### src/design/tlr_pkg.sv
// Shared types, character codes and defaults for the text line renderer.
package tlr_pkg;

  // Character codes
  localparam logic [7:0] CH_TAB    = 8'h09;
  localparam logic [7:0] CH_SPACE  = 8'h20;
  localparam logic [7:0] CH_DOLLAR = 8'h24;
  localparam logic [7:0] CH_AT     = 8'h40;
  localparam logic [7:0] CH_CARET  = 8'h5E;

  // Defaults
  localparam int unsigned      TAB_STOP_DEF     = 8;
  localparam logic [7:0]       LINE_WIDTH_RESET = 8'd80;

  // Sequencer states
  typedef enum logic [1:0] {
    ST_IDLE,
    ST_FIRST,
    ST_SECOND
  } state_t;

  // Commands from the sequencer to the column unit
  typedef struct packed {
    logic clear;
    logic inc;
    logic set_full;
  } col_cmd_t;

  // Status from the column unit to the sequencer
  typedef struct packed {
    logic [7:0] column;
    logic [7:0] last_col;
    logic       at_edge;
    logic       next_at_edge;
    logic       tab_wrap;
    logic       full;
  } col_stat_t;

endpackage

### src/design/tlr_channels.sv
// Valid/ready channel interfaces for text bytes in and cell writes out.
interface tlr_in_if;
  logic       valid;
  logic       ready;
  logic [7:0] text_byte;
  logic [5:0] row_index;
  logic       line_start;

  modport source (output valid, text_byte, row_index, line_start, input ready);
  modport sink   (input valid, text_byte, row_index, line_start, output ready);
endinterface

interface tlr_out_if;
  logic       valid;
  logic       ready;
  logic [5:0] write_row;
  logic [7:0] write_column;
  logic [7:0] cell_char;
  logic       run_last;

  modport source (output valid, write_row, write_column, cell_char, run_last, input ready);
  modport sink   (input valid, write_row, write_column, cell_char, run_last, output ready);
endinterface

### src/design/tlr_col_unit.sv
// Column unit: column and tab phase registers with the shared incrementer and compares.
module tlr_col_unit #(
  parameter int unsigned TAB_STOP = tlr_pkg::TAB_STOP_DEF
) (
  input  logic              clk,
  input  logic              rst,
  input  logic [7:0]        line_width,
  input  tlr_pkg::col_cmd_t cmd,
  output tlr_pkg::col_stat_t stat
);
  import tlr_pkg::*;

  localparam int unsigned PHASE_W = (TAB_STOP > 1) ? $clog2(TAB_STOP) : 1;
  localparam logic [PHASE_W-1:0] PHASE_LAST = PHASE_W'(TAB_STOP - 1);

  logic [7:0]         column;
  logic [PHASE_W-1:0] phase;
  logic               full;
  logic [8:0]         col_inc;

  // Shared incrementer; 9 bits so column+1 compares cleanly against width 255
  assign col_inc = {1'b0, column} + 9'd1;

  // Column, tab phase and full mark
  always_ff @(posedge clk) begin
    if (rst) begin
      column <= '0;
      phase  <= '0;
      full   <= 1'b0;
    end else if (cmd.clear) begin
      column <= '0;
      phase  <= '0;
      full   <= 1'b0;
    end else begin
      if (cmd.inc) begin
        column <= col_inc[7:0];
        phase  <= (phase == PHASE_LAST) ? '0 : phase + 1'b1;
      end
      if (cmd.set_full) begin
        full <= 1'b1;
      end
    end
  end

  // Status toward the sequencer
  always_comb begin
    stat.column       = column;
    stat.last_col     = line_width - 8'd1;
    stat.at_edge      = (column >= line_width);
    stat.next_at_edge = (col_inc >= {1'b0, line_width});
    stat.tab_wrap     = (phase == PHASE_LAST);
    stat.full         = full;
  end

endmodule

### src/design/tlr_ctrl.sv
// Sequencer: takes one byte, steps it through its cell writes and holds the output register.
module tlr_ctrl (
  input  logic               clk,
  input  logic               rst,
  tlr_in_if.sink             in_ch,
  tlr_out_if.source          out_ch,
  input  tlr_pkg::col_stat_t stat,
  output tlr_pkg::col_cmd_t  cmd
);
  import tlr_pkg::*;

  state_t     state;
  state_t     state_next;
  logic [7:0] byte_q;
  logic [5:0] row_q;
  logic       accept;
  logic       slot_free;

  // Step decisions
  logic       emit;
  logic       done;
  logic       go_second;
  logic [7:0] emit_col;
  logic [7:0] emit_char;
  logic       emit_last;

  // Output register
  logic       out_valid;
  logic [5:0] out_row;
  logic [7:0] out_col;
  logic [7:0] out_char;
  logic       out_last;

  assign in_ch.ready = (state == ST_IDLE);
  assign accept      = in_ch.valid && in_ch.ready;
  assign slot_free   = !out_valid || out_ch.ready;

  // Latch the byte on transfer
  always_ff @(posedge clk) begin
    if (accept) begin
      byte_q <= in_ch.text_byte;
      row_q  <= in_ch.row_index;
    end
  end

  // State register
  always_ff @(posedge clk) begin
    if (rst) begin
      state <= ST_IDLE;
    end else begin
      state <= state_next;
    end
  end

  // Next state
  always_comb begin
    state_next = state;
    case (state)
      ST_IDLE: begin
        if (accept) state_next = ST_FIRST;
      end
      ST_FIRST: begin
        if (done) state_next = ST_IDLE;
        else if (go_second) state_next = ST_SECOND;
      end
      ST_SECOND: begin
        if (done) state_next = ST_IDLE;
      end
      default: state_next = ST_IDLE;
    endcase
  end

  // Step outputs: one cell write per cycle at most
  always_comb begin
    emit         = 1'b0;
    done         = 1'b0;
    go_second    = 1'b0;
    emit_col     = stat.column;
    emit_char    = byte_q;
    emit_last    = 1'b0;
    cmd.clear    = accept && in_ch.line_start;
    cmd.inc      = 1'b0;
    cmd.set_full = 1'b0;
    case (state)
      ST_FIRST: begin
        if (stat.full) begin
          // line already full: byte is dropped
          done = 1'b1;
        end else if (slot_free) begin
          emit = 1'b1;
          if (stat.at_edge) begin
            emit_col     = stat.last_col;
            emit_char    = CH_DOLLAR;
            emit_last    = 1'b1;
            cmd.set_full = 1'b1;
            done         = 1'b1;
          end else if (byte_q == CH_TAB) begin
            emit_char = CH_SPACE;
            cmd.inc   = 1'b1;
            emit_last = stat.next_at_edge || stat.tab_wrap;
            done      = emit_last;
          end else if (byte_q < CH_SPACE) begin
            emit_char = CH_CARET;
            cmd.inc   = 1'b1;
            go_second = 1'b1;
          end else begin
            cmd.inc   = 1'b1;
            emit_last = 1'b1;
            done      = 1'b1;
          end
        end
      end
      ST_SECOND: begin
        if (slot_free) begin
          emit      = 1'b1;
          emit_last = 1'b1;
          done      = 1'b1;
          if (stat.at_edge) begin
            // caret took the last column: overwrite with the full mark
            emit_col     = stat.last_col;
            emit_char    = CH_DOLLAR;
            cmd.set_full = 1'b1;
          end else begin
            emit_char = byte_q + CH_AT;
            cmd.inc   = 1'b1;
          end
        end
      end
      default: ;
    endcase
  end

  // Output register valid
  always_ff @(posedge clk) begin
    if (rst) begin
      out_valid <= 1'b0;
    end else if (emit) begin
      out_valid <= 1'b1;
    end else if (out_ch.ready) begin
      out_valid <= 1'b0;
    end
  end

  // Output register payload
  always_ff @(posedge clk) begin
    if (emit) begin
      out_row  <= row_q;
      out_col  <= emit_col;
      out_char <= emit_char;
      out_last <= emit_last;
    end
  end

  assign out_ch.valid        = out_valid;
  assign out_ch.write_row    = out_row;
  assign out_ch.write_column = out_col;
  assign out_ch.cell_char    = out_char;
  assign out_ch.run_last     = out_last;

endmodule

### src/design/text_line_renderer.sv
// Text line renderer top level: line width register, sequencer and column unit.
//
// Usage:
//   in_ch carries one byte of line text with its screen row and a line_start
//   flag that marks the first byte of a new line. out_ch carries cell writes
//   (row, column, character) with run_last set on the final write of a byte.
//   cfg_we/cfg_wdata write line_width; write it only while the block is idle.
// Sequencing:
//   A byte is taken when in_ch.ready is high, only while the sequencer is
//   idle. Its cell writes follow one per cycle while the output register is
//   free: a printable byte one, a control byte two, a tab up to TAB_STOP, a
//   byte dropped on a full line none. The single column incrementer moves
//   one column per write but the full mark; each write is then registered.
// Stalls:
//   Results sit in a one-entry output register; a stalled receiver holds the
//   sequencer, and the next byte may be taken while the last write waits.
// Reset:
//   rst clears column, full mark and output valid; line_width returns to 80.
module text_line_renderer #(
  parameter int unsigned TAB_STOP = tlr_pkg::TAB_STOP_DEF
) (
  input  logic       clk,
  input  logic       rst,
  tlr_in_if.sink     in_ch,
  tlr_out_if.source  out_ch,
  input  logic       cfg_we,
  input  logic [7:0] cfg_wdata
);
  import tlr_pkg::*;

  logic [7:0] line_width;
  col_cmd_t   cmd;
  col_stat_t  stat;

  // Line width register
  always_ff @(posedge clk) begin
    if (rst) begin
      line_width <= LINE_WIDTH_RESET;
    end else if (cfg_we) begin
      line_width <= cfg_wdata;
    end
  end

  tlr_ctrl u_ctrl (
    .clk    (clk),
    .rst    (rst),
    .in_ch  (in_ch),
    .out_ch (out_ch),
    .stat   (stat),
    .cmd    (cmd)
  );

  tlr_col_unit #(
    .TAB_STOP (TAB_STOP)
  ) u_col (
    .clk        (clk),
    .rst        (rst),
    .line_width (line_width),
    .cmd        (cmd),
    .stat       (stat)
  );

endmodule

### src/flat_wrapper.sv
// flat-port wrapper written by rule: the top's interface ports become plain ports
module text_line_renderer_flat import tlr_pkg::*;
#(
  parameter int unsigned TAB_STOP = tlr_pkg::TAB_STOP_DEF
)
  (clk, rst, cfg_we, cfg_wdata, in_ch_valid, in_ch_text_byte, in_ch_row_index, in_ch_line_start, in_ch_ready, out_ch_valid, out_ch_write_row, out_ch_write_column, out_ch_cell_char, out_ch_run_last, out_ch_ready);
  tlr_in_if in_ch_i ();
  tlr_out_if out_ch_i ();
  input  logic clk;
  input  logic rst;
  input  logic cfg_we;
  input  logic [7:0] cfg_wdata;
  input wire logic [$bits(in_ch_i.valid)-1:0] in_ch_valid;
  input wire logic [$bits(in_ch_i.text_byte)-1:0] in_ch_text_byte;
  input wire logic [$bits(in_ch_i.row_index)-1:0] in_ch_row_index;
  input wire logic [$bits(in_ch_i.line_start)-1:0] in_ch_line_start;
  output wire logic [$bits(in_ch_i.ready)-1:0] in_ch_ready;
  output wire logic [$bits(out_ch_i.valid)-1:0] out_ch_valid;
  output wire logic [$bits(out_ch_i.write_row)-1:0] out_ch_write_row;
  output wire logic [$bits(out_ch_i.write_column)-1:0] out_ch_write_column;
  output wire logic [$bits(out_ch_i.cell_char)-1:0] out_ch_cell_char;
  output wire logic [$bits(out_ch_i.run_last)-1:0] out_ch_run_last;
  input wire logic [$bits(out_ch_i.ready)-1:0] out_ch_ready;
  assign in_ch_i.valid = in_ch_valid;
  assign in_ch_i.text_byte = in_ch_text_byte;
  assign in_ch_i.row_index = in_ch_row_index;
  assign in_ch_i.line_start = in_ch_line_start;
  assign in_ch_ready = in_ch_i.ready;
  assign out_ch_valid = out_ch_i.valid;
  assign out_ch_write_row = out_ch_i.write_row;
  assign out_ch_write_column = out_ch_i.write_column;
  assign out_ch_cell_char = out_ch_i.cell_char;
  assign out_ch_run_last = out_ch_i.run_last;
  assign out_ch_i.ready = out_ch_ready;
  text_line_renderer #(.TAB_STOP(TAB_STOP)) u_core (.clk(clk), .rst(rst), .in_ch(in_ch_i), .out_ch(out_ch_i), .cfg_we(cfg_we), .cfg_wdata(cfg_wdata));
endmodule
### config.mk
export PLATFORM = sky130hd
export DESIGN_NAME = text_line_renderer_flat
export DESIGN_NICKNAME = d
export VERILOG_FILES = /design/src/design/tlr_pkg.sv /design/src/design/tlr_channels.sv /design/src/design/tlr_col_unit.sv /design/src/design/tlr_ctrl.sv /design/src/design/text_line_renderer.sv /design/src/flat_wrapper.sv
export SDC_FILE = /design/constraint.sdc
export NUM_CORES = 1
export LEC_CHECK = 0
export ABC_CLOCK_PERIOD_IN_PS = 3450
export BUFFER_PORTS_ARGS = -buffer_cell sky130_fd_sc_hd__buf_2
export CAP_MARGIN = 5
export CORE_MARGIN = 2
export CORE_UTILIZATION = 58
export CTS_BUF_LIST = sky130_fd_sc_hd__clkbuf_4 sky130_fd_sc_hd__clkbuf_8
export DETAILED_ROUTE_END_ITERATION = 10
export GPL_ROUTABILITY_DRIVEN = 0
export GPL_TIMING_DRIVEN = 0
export PLACE_DENSITY = 0.82
export SYNTH_ARGS = -nofsm -noshare
export SYNTH_HDL_FRONTEND = slang
export SYNTH_HIERARCHICAL = 1
export SYNTH_SLANG_ARGS = --single-unit
export TNS_END_PERCENT = 1
### constraint.sdc
create_clock -name clk -period 3.45 [get_ports clk]
set_clock_uncertainty 0.2 [all_clocks]
set_input_delay 0.1725 -clock clk [delete_from_list [all_inputs] [get_ports clk]]
set_output_delay 0.1725 -clock clk [all_outputs]
set_load 0.05 [all_outputs]
==> results of run 1 <==
-- cell type report --
class / count / share of cell area
buffer: 8 / 0.0114
clock buffer: 10 / 0.0338
clock inverter: 6 / 0.0215
inverter: 23 / 0.0212
multi-input combinational: 202 / 0.360
sequential: 60 / 0.386
tap: 70 / 0.0215
timing repair buffer: 84 / 0.144
-- kinds of logic (layout without fill, tap and decap cells) --
logic type,Yosys count,in the layout,synth area share
flops,60,60,0.496
simple gates,91,91,0.158
xor+xnor,19,19,0.0525
compound gates,58,58,0.125
buf+inv,31,131,0.0418
fa+ha+maj,25,25,0.0987
mux,9,9,0.0284
-- cells in the final DEF (no fill, tap or decap), types with 3 or more instances in the layout --
| cell | instances |
|---|---|
| a31oi_1 | 3 |
| ha_1 | 25 |
| a22o_1 | 8 |
| dfxtp_1 | 23 |
| nor2_1 | 29 |
| dlygate4sd3_1 | 33 |
| inv_1 | 23 |
| xor2_1 | 9 |
| clkbuf_1 | 3 |
| and2_1 | 3 |
| xnor2_1 | 10 |
| mux2i_1 | 9 |
| nand2b_1 | 4 |
| and3_1 | 4 |
| nand3_1 | 7 |
| nor2b_1 | 4 |
| clkbuf_8 | 10 |
| buf_2 | 51 |
| nor3_1 | 5 |
| o21ai_0 | 10 |
| or2_2 | 3 |
| a21oi_1 | 18 |
| edfxtp_1 | 37 |
| nand2_1 | 17 |
-- worst min-delay path: stages --
cell and delay [ns]:
buf_2 0.07, and3_1 0.14, or2_2 0.15, nor2_1 0.05
-- state kept, by name, indices dropped and copies added (netlist names) --
register / flops
u_core/line_width: 8
u_core/u_col/column: 8
u_core/u_ctrl/byte_q: 8
u_core/u_ctrl/out_ch.cell_char: 8
u_core/u_ctrl/out_ch.write_column: 8
u_core/u_ctrl/out_ch.write_row: 6
u_core/u_ctrl/row_q: 6
u_core/u_col/phase: 3
u_core/u_ctrl/state: 2
u_core/u_col/full: 1
u_core/u_ctrl/out_ch.run_last: 1
u_core/u_ctrl/out_ch.valid: 1
-- per-stage QoR --
stage | power [mW] | setup WS (ns) | util
floorplan | 1.88 | 0.738 | -
CTS | 2.84 | 0.297 | 0.782
global route | 3.02 | 0.0676 | 0.782
global placement | 2.08 | 0.392 | 0.675
detailed placement | 2.11 | 0.320 | 0.675
finish | 2.88 | 0.305 | 0.782
-- routing by layer --
metal | vias to the layer above | wire length, um
met4 | 0 | 263
met1 | 1180 | 2960
li1 | 1240 | -
met3 | 27 | 388
met2 | 101 | 3800
met5 | - | 0
-- power breakdown --
group	switching (mW)	leakage [nW]	internal [mW]
sequential	0.0689	0.534	0.974
clock	0.281	0.106	0.424
combinational	0.795	1.09	0.337
-- final timing paths --
| kind | cells after the start | endpoint | slack [ns] |
|---|---|---|---|
| setup / recovery | 12 | u_core/u_ctrl/state[1] | 0.30 |
| hold / removal | 4 | u_core/u_col/column[0] | 0.09 |
| setup reg to reg | 12 | u_core/u_ctrl/state[1] | 0.30 |
| hold reg to reg | 0 | u_core/u_ctrl/out_ch.write_row[3] | 0.22 |
-- synthesized netlist by cell type (all sizes together), types with 6 or more instances --
cell and number:
mux2i 9, xor2 9, nand2 17, nor2 29
inv 23, xnor2 10, a22o 8, ha 25
o21ai 11, nor2b 6, nand3 7, edfxtp 37
a21oi 18, dfxtp 23
-- repair_timing --
| item | CTS | global route |
|---|---|---|
| hold endpoints to repair | 25 | 0 |
| setup buffers | 0 | 0 |
| hold buffers | 33 | 0 |
==> flow_summary_export.csv, run 1 <==
group,metric,value,unit
clocking,cts_tree,"yes",
drt,drtIter0Drc,150,
sta,period_needed,3.15,ns
finish,drive_above_1_share,0.211,
die,rows,26,
sta,rsz0062_at_grt,"false",
finish,antenna_cells,0,
finish,finalNonFillerCells,463,
worst_setup_path,start_kind,"flop",
synth,ys_top_cells_by_area,"edfxtp_1 35%, dfxtp_1 15%, ha_1 9.9%",
sta,max_freq,318,MHz
synth,synth-edff-count,37,
drt,routedWlPerCell,16.0,um
worst_setup_path,cp_slowest_cell,"dfxtp_1",
synth,synth.top_cell.area_share,0.350,
power,p_leak,1.73,nW
die,die_h,77.9,um
synth,ys.flop_type,"edfxtp_1",
placement,portBuffers,51,
power,p_per_area,708,nW/um^2
finish,stdcell_area,4070,um^2
finish,multi_input_area,1470,um^2
synth,synth.distinct_cells,51,
die,io_pins,53,
synth,syn_nets,346,
status,status,"complete, no violations",
clocking,clk_latency,0.35,ns
clocking,cts_root_buffer,"clkbuf_8",
synth,synth_seq_cells,60,
worst_setup_path,critical_path_buf_inv_count,0,
global_routing,grt_pass1_wl,12.1,mm
worst_setup_path,critical_path_required,3.50,ns
die,dieArea,6070,um^2
finish,nets,441,
global_routing,overflow,0,
die,fp.dieW,77.9,um
power,ir_worst_vdd,0.000424,V
hold_path,hp-class,"in2reg",
sta,tightest_slew,0.936,ns
worst_setup_path,path_delay_family,"simple AND/OR/NAND/NOR gates",
sta,fin_hold_ws,0.0899,ns
drt,drtAntennaViolNets,0,
sta,tns,0,ns
synth,syn_avg_cell_area,10.8,um^2
finish,register_area,1570,um^2
global_routing,grtUsageMet2,0.457,
sta,setup_violations,0,
drt,drt_pass1_iterations,7,
drt,post-route-drc-count,0,
drt,num_vias,2548,
synth,synthesis.area,3170,um^2
finish,synthToLayoutAreaGrowth,28.3,%
global_routing,antenna_found_initial,0,
placement,dp_hpwl,4.35,mm
worst_setup_path,critical_path_class,"reg2reg",
synth,yosysTopAreaCell,"edfxtp_1",
clocking,cts.repair.resized,0,
worst_setup_path,setup.worst_path.end_class,"flop",
clocking,clk_path_buf_depth,2,
global_routing,grt_pass1_vias,2557,
worst_setup_path,cp_data_arrival_time,3.19,ns
synth,ys_warn_count,6,
placement,place_area,3510,um^2
worst_setup_path,crit_path_cell_trace,"and3_1 -> nand3_1 -> xnor2_1 -> ha_1 -> a21oi_1 -> nand2_1 -> a41oi_1 -> o21ai_0 -> nor4_4 -> or2_2 -> a31oi_1 -> a211oi_1",
global_routing,grt_usage,0.263,
worst_setup_path,cp_max_fo,7,
synth,netlist_instances,293,
global_routing,grt_max_degree,24,
placement,dp_cells,414,
clocking,cts.clk_slew.worst_paths,0.07,ns
sta,hold_viol_final,0,
die,start_util,0.609,
finish,n_fill_cell,333,
worst_setup_path,worstSetupStartpoint,"u_core/u_col/column[0]",
drt,vias_per_cell,5.50,
worst_setup_path,critPathMaxStageDelay,0.49,ns
sta,fin_crit_sh,0.912,
synth,synthArstFlopShare,0,
drt,wirelength,7.41,mm
global_routing,use_met1,0.306,
sta,slew_violations,0,
flow_run,cap_violations,0,
synth,ys_seq_area_frac,0.496,
clocking,cts_sinks,60,
hold_path,hp-start,"in_ch_line_start",
clocking,ctsHtreeMaxLevel,3,
sta,slew_headroom,0.375,
clocking,cts_buffers,9,
worst_setup_path,r2r_start,"u_core/u_col/column[0]",
global_routing,grtUsageMet3,0.0547,
global_routing,grt-busiest-layer,"met2",
die,core_area,5200,um^2
Note: power is estimated with default switching activity, not from simulation.
==> run 2, diff against run 1 <==
Settings changed: CORE_MARGIN 2 to 1.5.
==> flow_summary_export.csv, run 2 (same netlist as run 1, synthesis figures left out) <==
group,metric,value,unit
worst_setup_path,worstSetupStartpoint,"u_core/u_col/column[0]",
clocking,holdBufCountCts,33,
power,p_leak,1.71,nW
clocking,ctsHtreeMaxLevel,3,
finish,nets,441,
finish,multi_input_area,1470,um^2
hold_path,hp-start,"in_ch_line_start",
power,p_sw,1.12,mW
placement,place_area,3510,um^2
sta,period_needed,3.23,ns
die,die_h,76.9,um
power,ir_worst_vdd,0.000356,V
placement,portBuffers,51,
finish,layout_commonest_cell,"buf_2",
drt,vias_per_cell,5.63,
sta,tightest_slew,0.941,ns
finish,register_area,1570,um^2
sta,max_freq,309,MHz
drt,post-route-drc-count,0,
worst_setup_path,cp_max_fo,7,
drt,drtAntennaViolNets,0,
power,p_clk_frac,0.218,
clocking,cts_tree,"yes",
sta,slew_violations,0,
status,status,"complete, no violations",
sta,slew_headroom,0.372,
sta,fin_crit_sh,0.937,
die,dieArea,5920,um^2
clocking,cts_buffers,9,
sta,setup_violations,0,
sta,rsz0062_at_grt,"false",
die,fp.dieW,76.9,um
finish,antenna_cells,0,
clocking,post_cts_buffers,0,
worst_setup_path,critical_path_required,3.50,ns
clocking,cts.repair.resized,0,
hold_path,hp-class,"in2reg",
drt,wirelength,7.22,mm
worst_setup_path,cp_data_arrival_time,3.29,ns
flow_run,cap_violations,0,
sta,tns,0,ns
global_routing,grt_pass1_wl,12.1,mm
placement,dp_slack,0.255,ns
worst_setup_path,start_kind,"flop",
global_routing,antenna_found_initial,0,
finish,n_fill_cell,330,
finish,synthToLayoutAreaGrowth,27.2,%
global_routing,grt_max_degree,24,
clocking,cts.clk_slew.worst_paths,0.06,ns
worst_setup_path,setup.worst_path.end_class,"flop",
power,switching_share,0.404,
clocking,clk_latency,0.34,ns
power,comb_power_share,0.406,
drt,drtIter0Drc,178,
drt,drt_pass1_iterations,4,
global_routing,overflow,0,
die,start_util,0.613,
global_routing,grt_usage,0.265,
die,core_area,5170,um^2
sta,hold_viol_final,0,
clocking,cts_root_buffer,"clkbuf_8",
die,io_pins,53,
global_routing,grt_pass1_vias,2576,
drt,routedWlPerCell,15.6,um
drt,num_vias,2608,
sta,layout_setup_ws,0.217,ns
finish,layout_common_cells,"51 x buf_2, 37 x edfxtp_1, 33 x dlygate4sd3_1, 29 x nor2_1, 25 x ha_1",
clocking,clk_path_buf_depth,2,
power,internal_power,1.64,mW
worst_setup_path,critical_path_class,"reg2reg",
power,p_per_area,685,nW/um^2
finish,stdcell_area,4030,um^2
power,seq_power_share,0.376,
placement,dp_hpwl,4.57,mm
worst_setup_path,r2r_start,"u_core/u_col/column[0]",
finish,drive_above_1_share,0.206,
clocking,cts_sinks,60,
die,rows,26,
[run 2: cell count changes in the layout (fill, tap and decap cells not counted)]
| cell | previous run | this run |
|---|---|---|
| bufinv_16 | 2 | 1 |
| clkbuf_4 | 0 | 1 |
| clkbuf_8 | 10 | 9 |
| clkinv_1 | 1 | 3 |
| clkinv_4 | 1 | 0 |
[run 2: metal layers]
| metal | global-route usage | share of wire | vias up |
|---|---|---|---|
| met5 | 0 | 0 | - |
| met2 | 0.453 | 0.52 | 98 |
| li1 | - | - | 1241 |
| met3 | 0.0500 | 0.053 | 17 |
| met1 | 0.313 | 0.41 | 1252 |
| met4 | 0.146 | 0.024 | 0 |
[run 2: path summary, 6_finish.rpt]
kind	endpoint	slack (ns)	cells past startpoint
setup / recovery	u_core/u_ctrl/state[0]	0.22	12
hold / removal	u_core/u_col/full	0.10	4
setup reg to reg	u_core/u_ctrl/state[0]	0.22	12
hold reg to reg	u_core/u_ctrl/out_ch.write_row[1]	0.23	0
[run 2: layout make-up]
type / instances / share of cell area
Sequential cell: 60 / 0.390
Buffer: 8 / 0.0115
Multi-Input combinational cell: 202 / 0.364
Clock inverter: 6 / 0.0140
Tap cell: 70 / 0.0217
Timing Repair Buffer: 84 / 0.145
Clock buffer: 10 / 0.0326
Inverter: 23 / 0.0214
[run 2: per-stage QoR]
stage	power, mW	hold slack [ns]	utilization	std cells
after floorplan	1.88	0.0387	-	293
after global placement	2.08	0.149	0.679	414
after detailed placement	2.11	0.151	0.679	414
after CTS	2.75	0.0854	0.779	463
after global routing	2.91	0.127	0.779	463
final	2.76	0.102	0.779	463
[run 2: power groups by stage]
stage / Clock (mW) / Sequential [mW] / Combinational (mW)
finish: 0.602 / 1.04 / 1.12
CTS: 0.611 / 1.04 / 1.10
floorplan: 0 / 1.29 / 0.581
detailed placement: 0 / 1.05 / 1.06
global placement: 0 / 1.04 / 1.04
global route: 0.642 / 1.05 / 1.21
[run 2: critical path, stage by stage (launching register included)]
cell	delay, ns
dfxtp_1	0.48
and3_1	0.29
nand3_1	0.15
xnor2_1	0.22
ha_1	0.29
a21oi_1	0.16
nand2_1	0.06
a41oi_1	0.19
o21ai_0	0.20
nor4_4	0.34
a22oi_2	0.15
o21a_1	0.15
a221oi_2	0.25
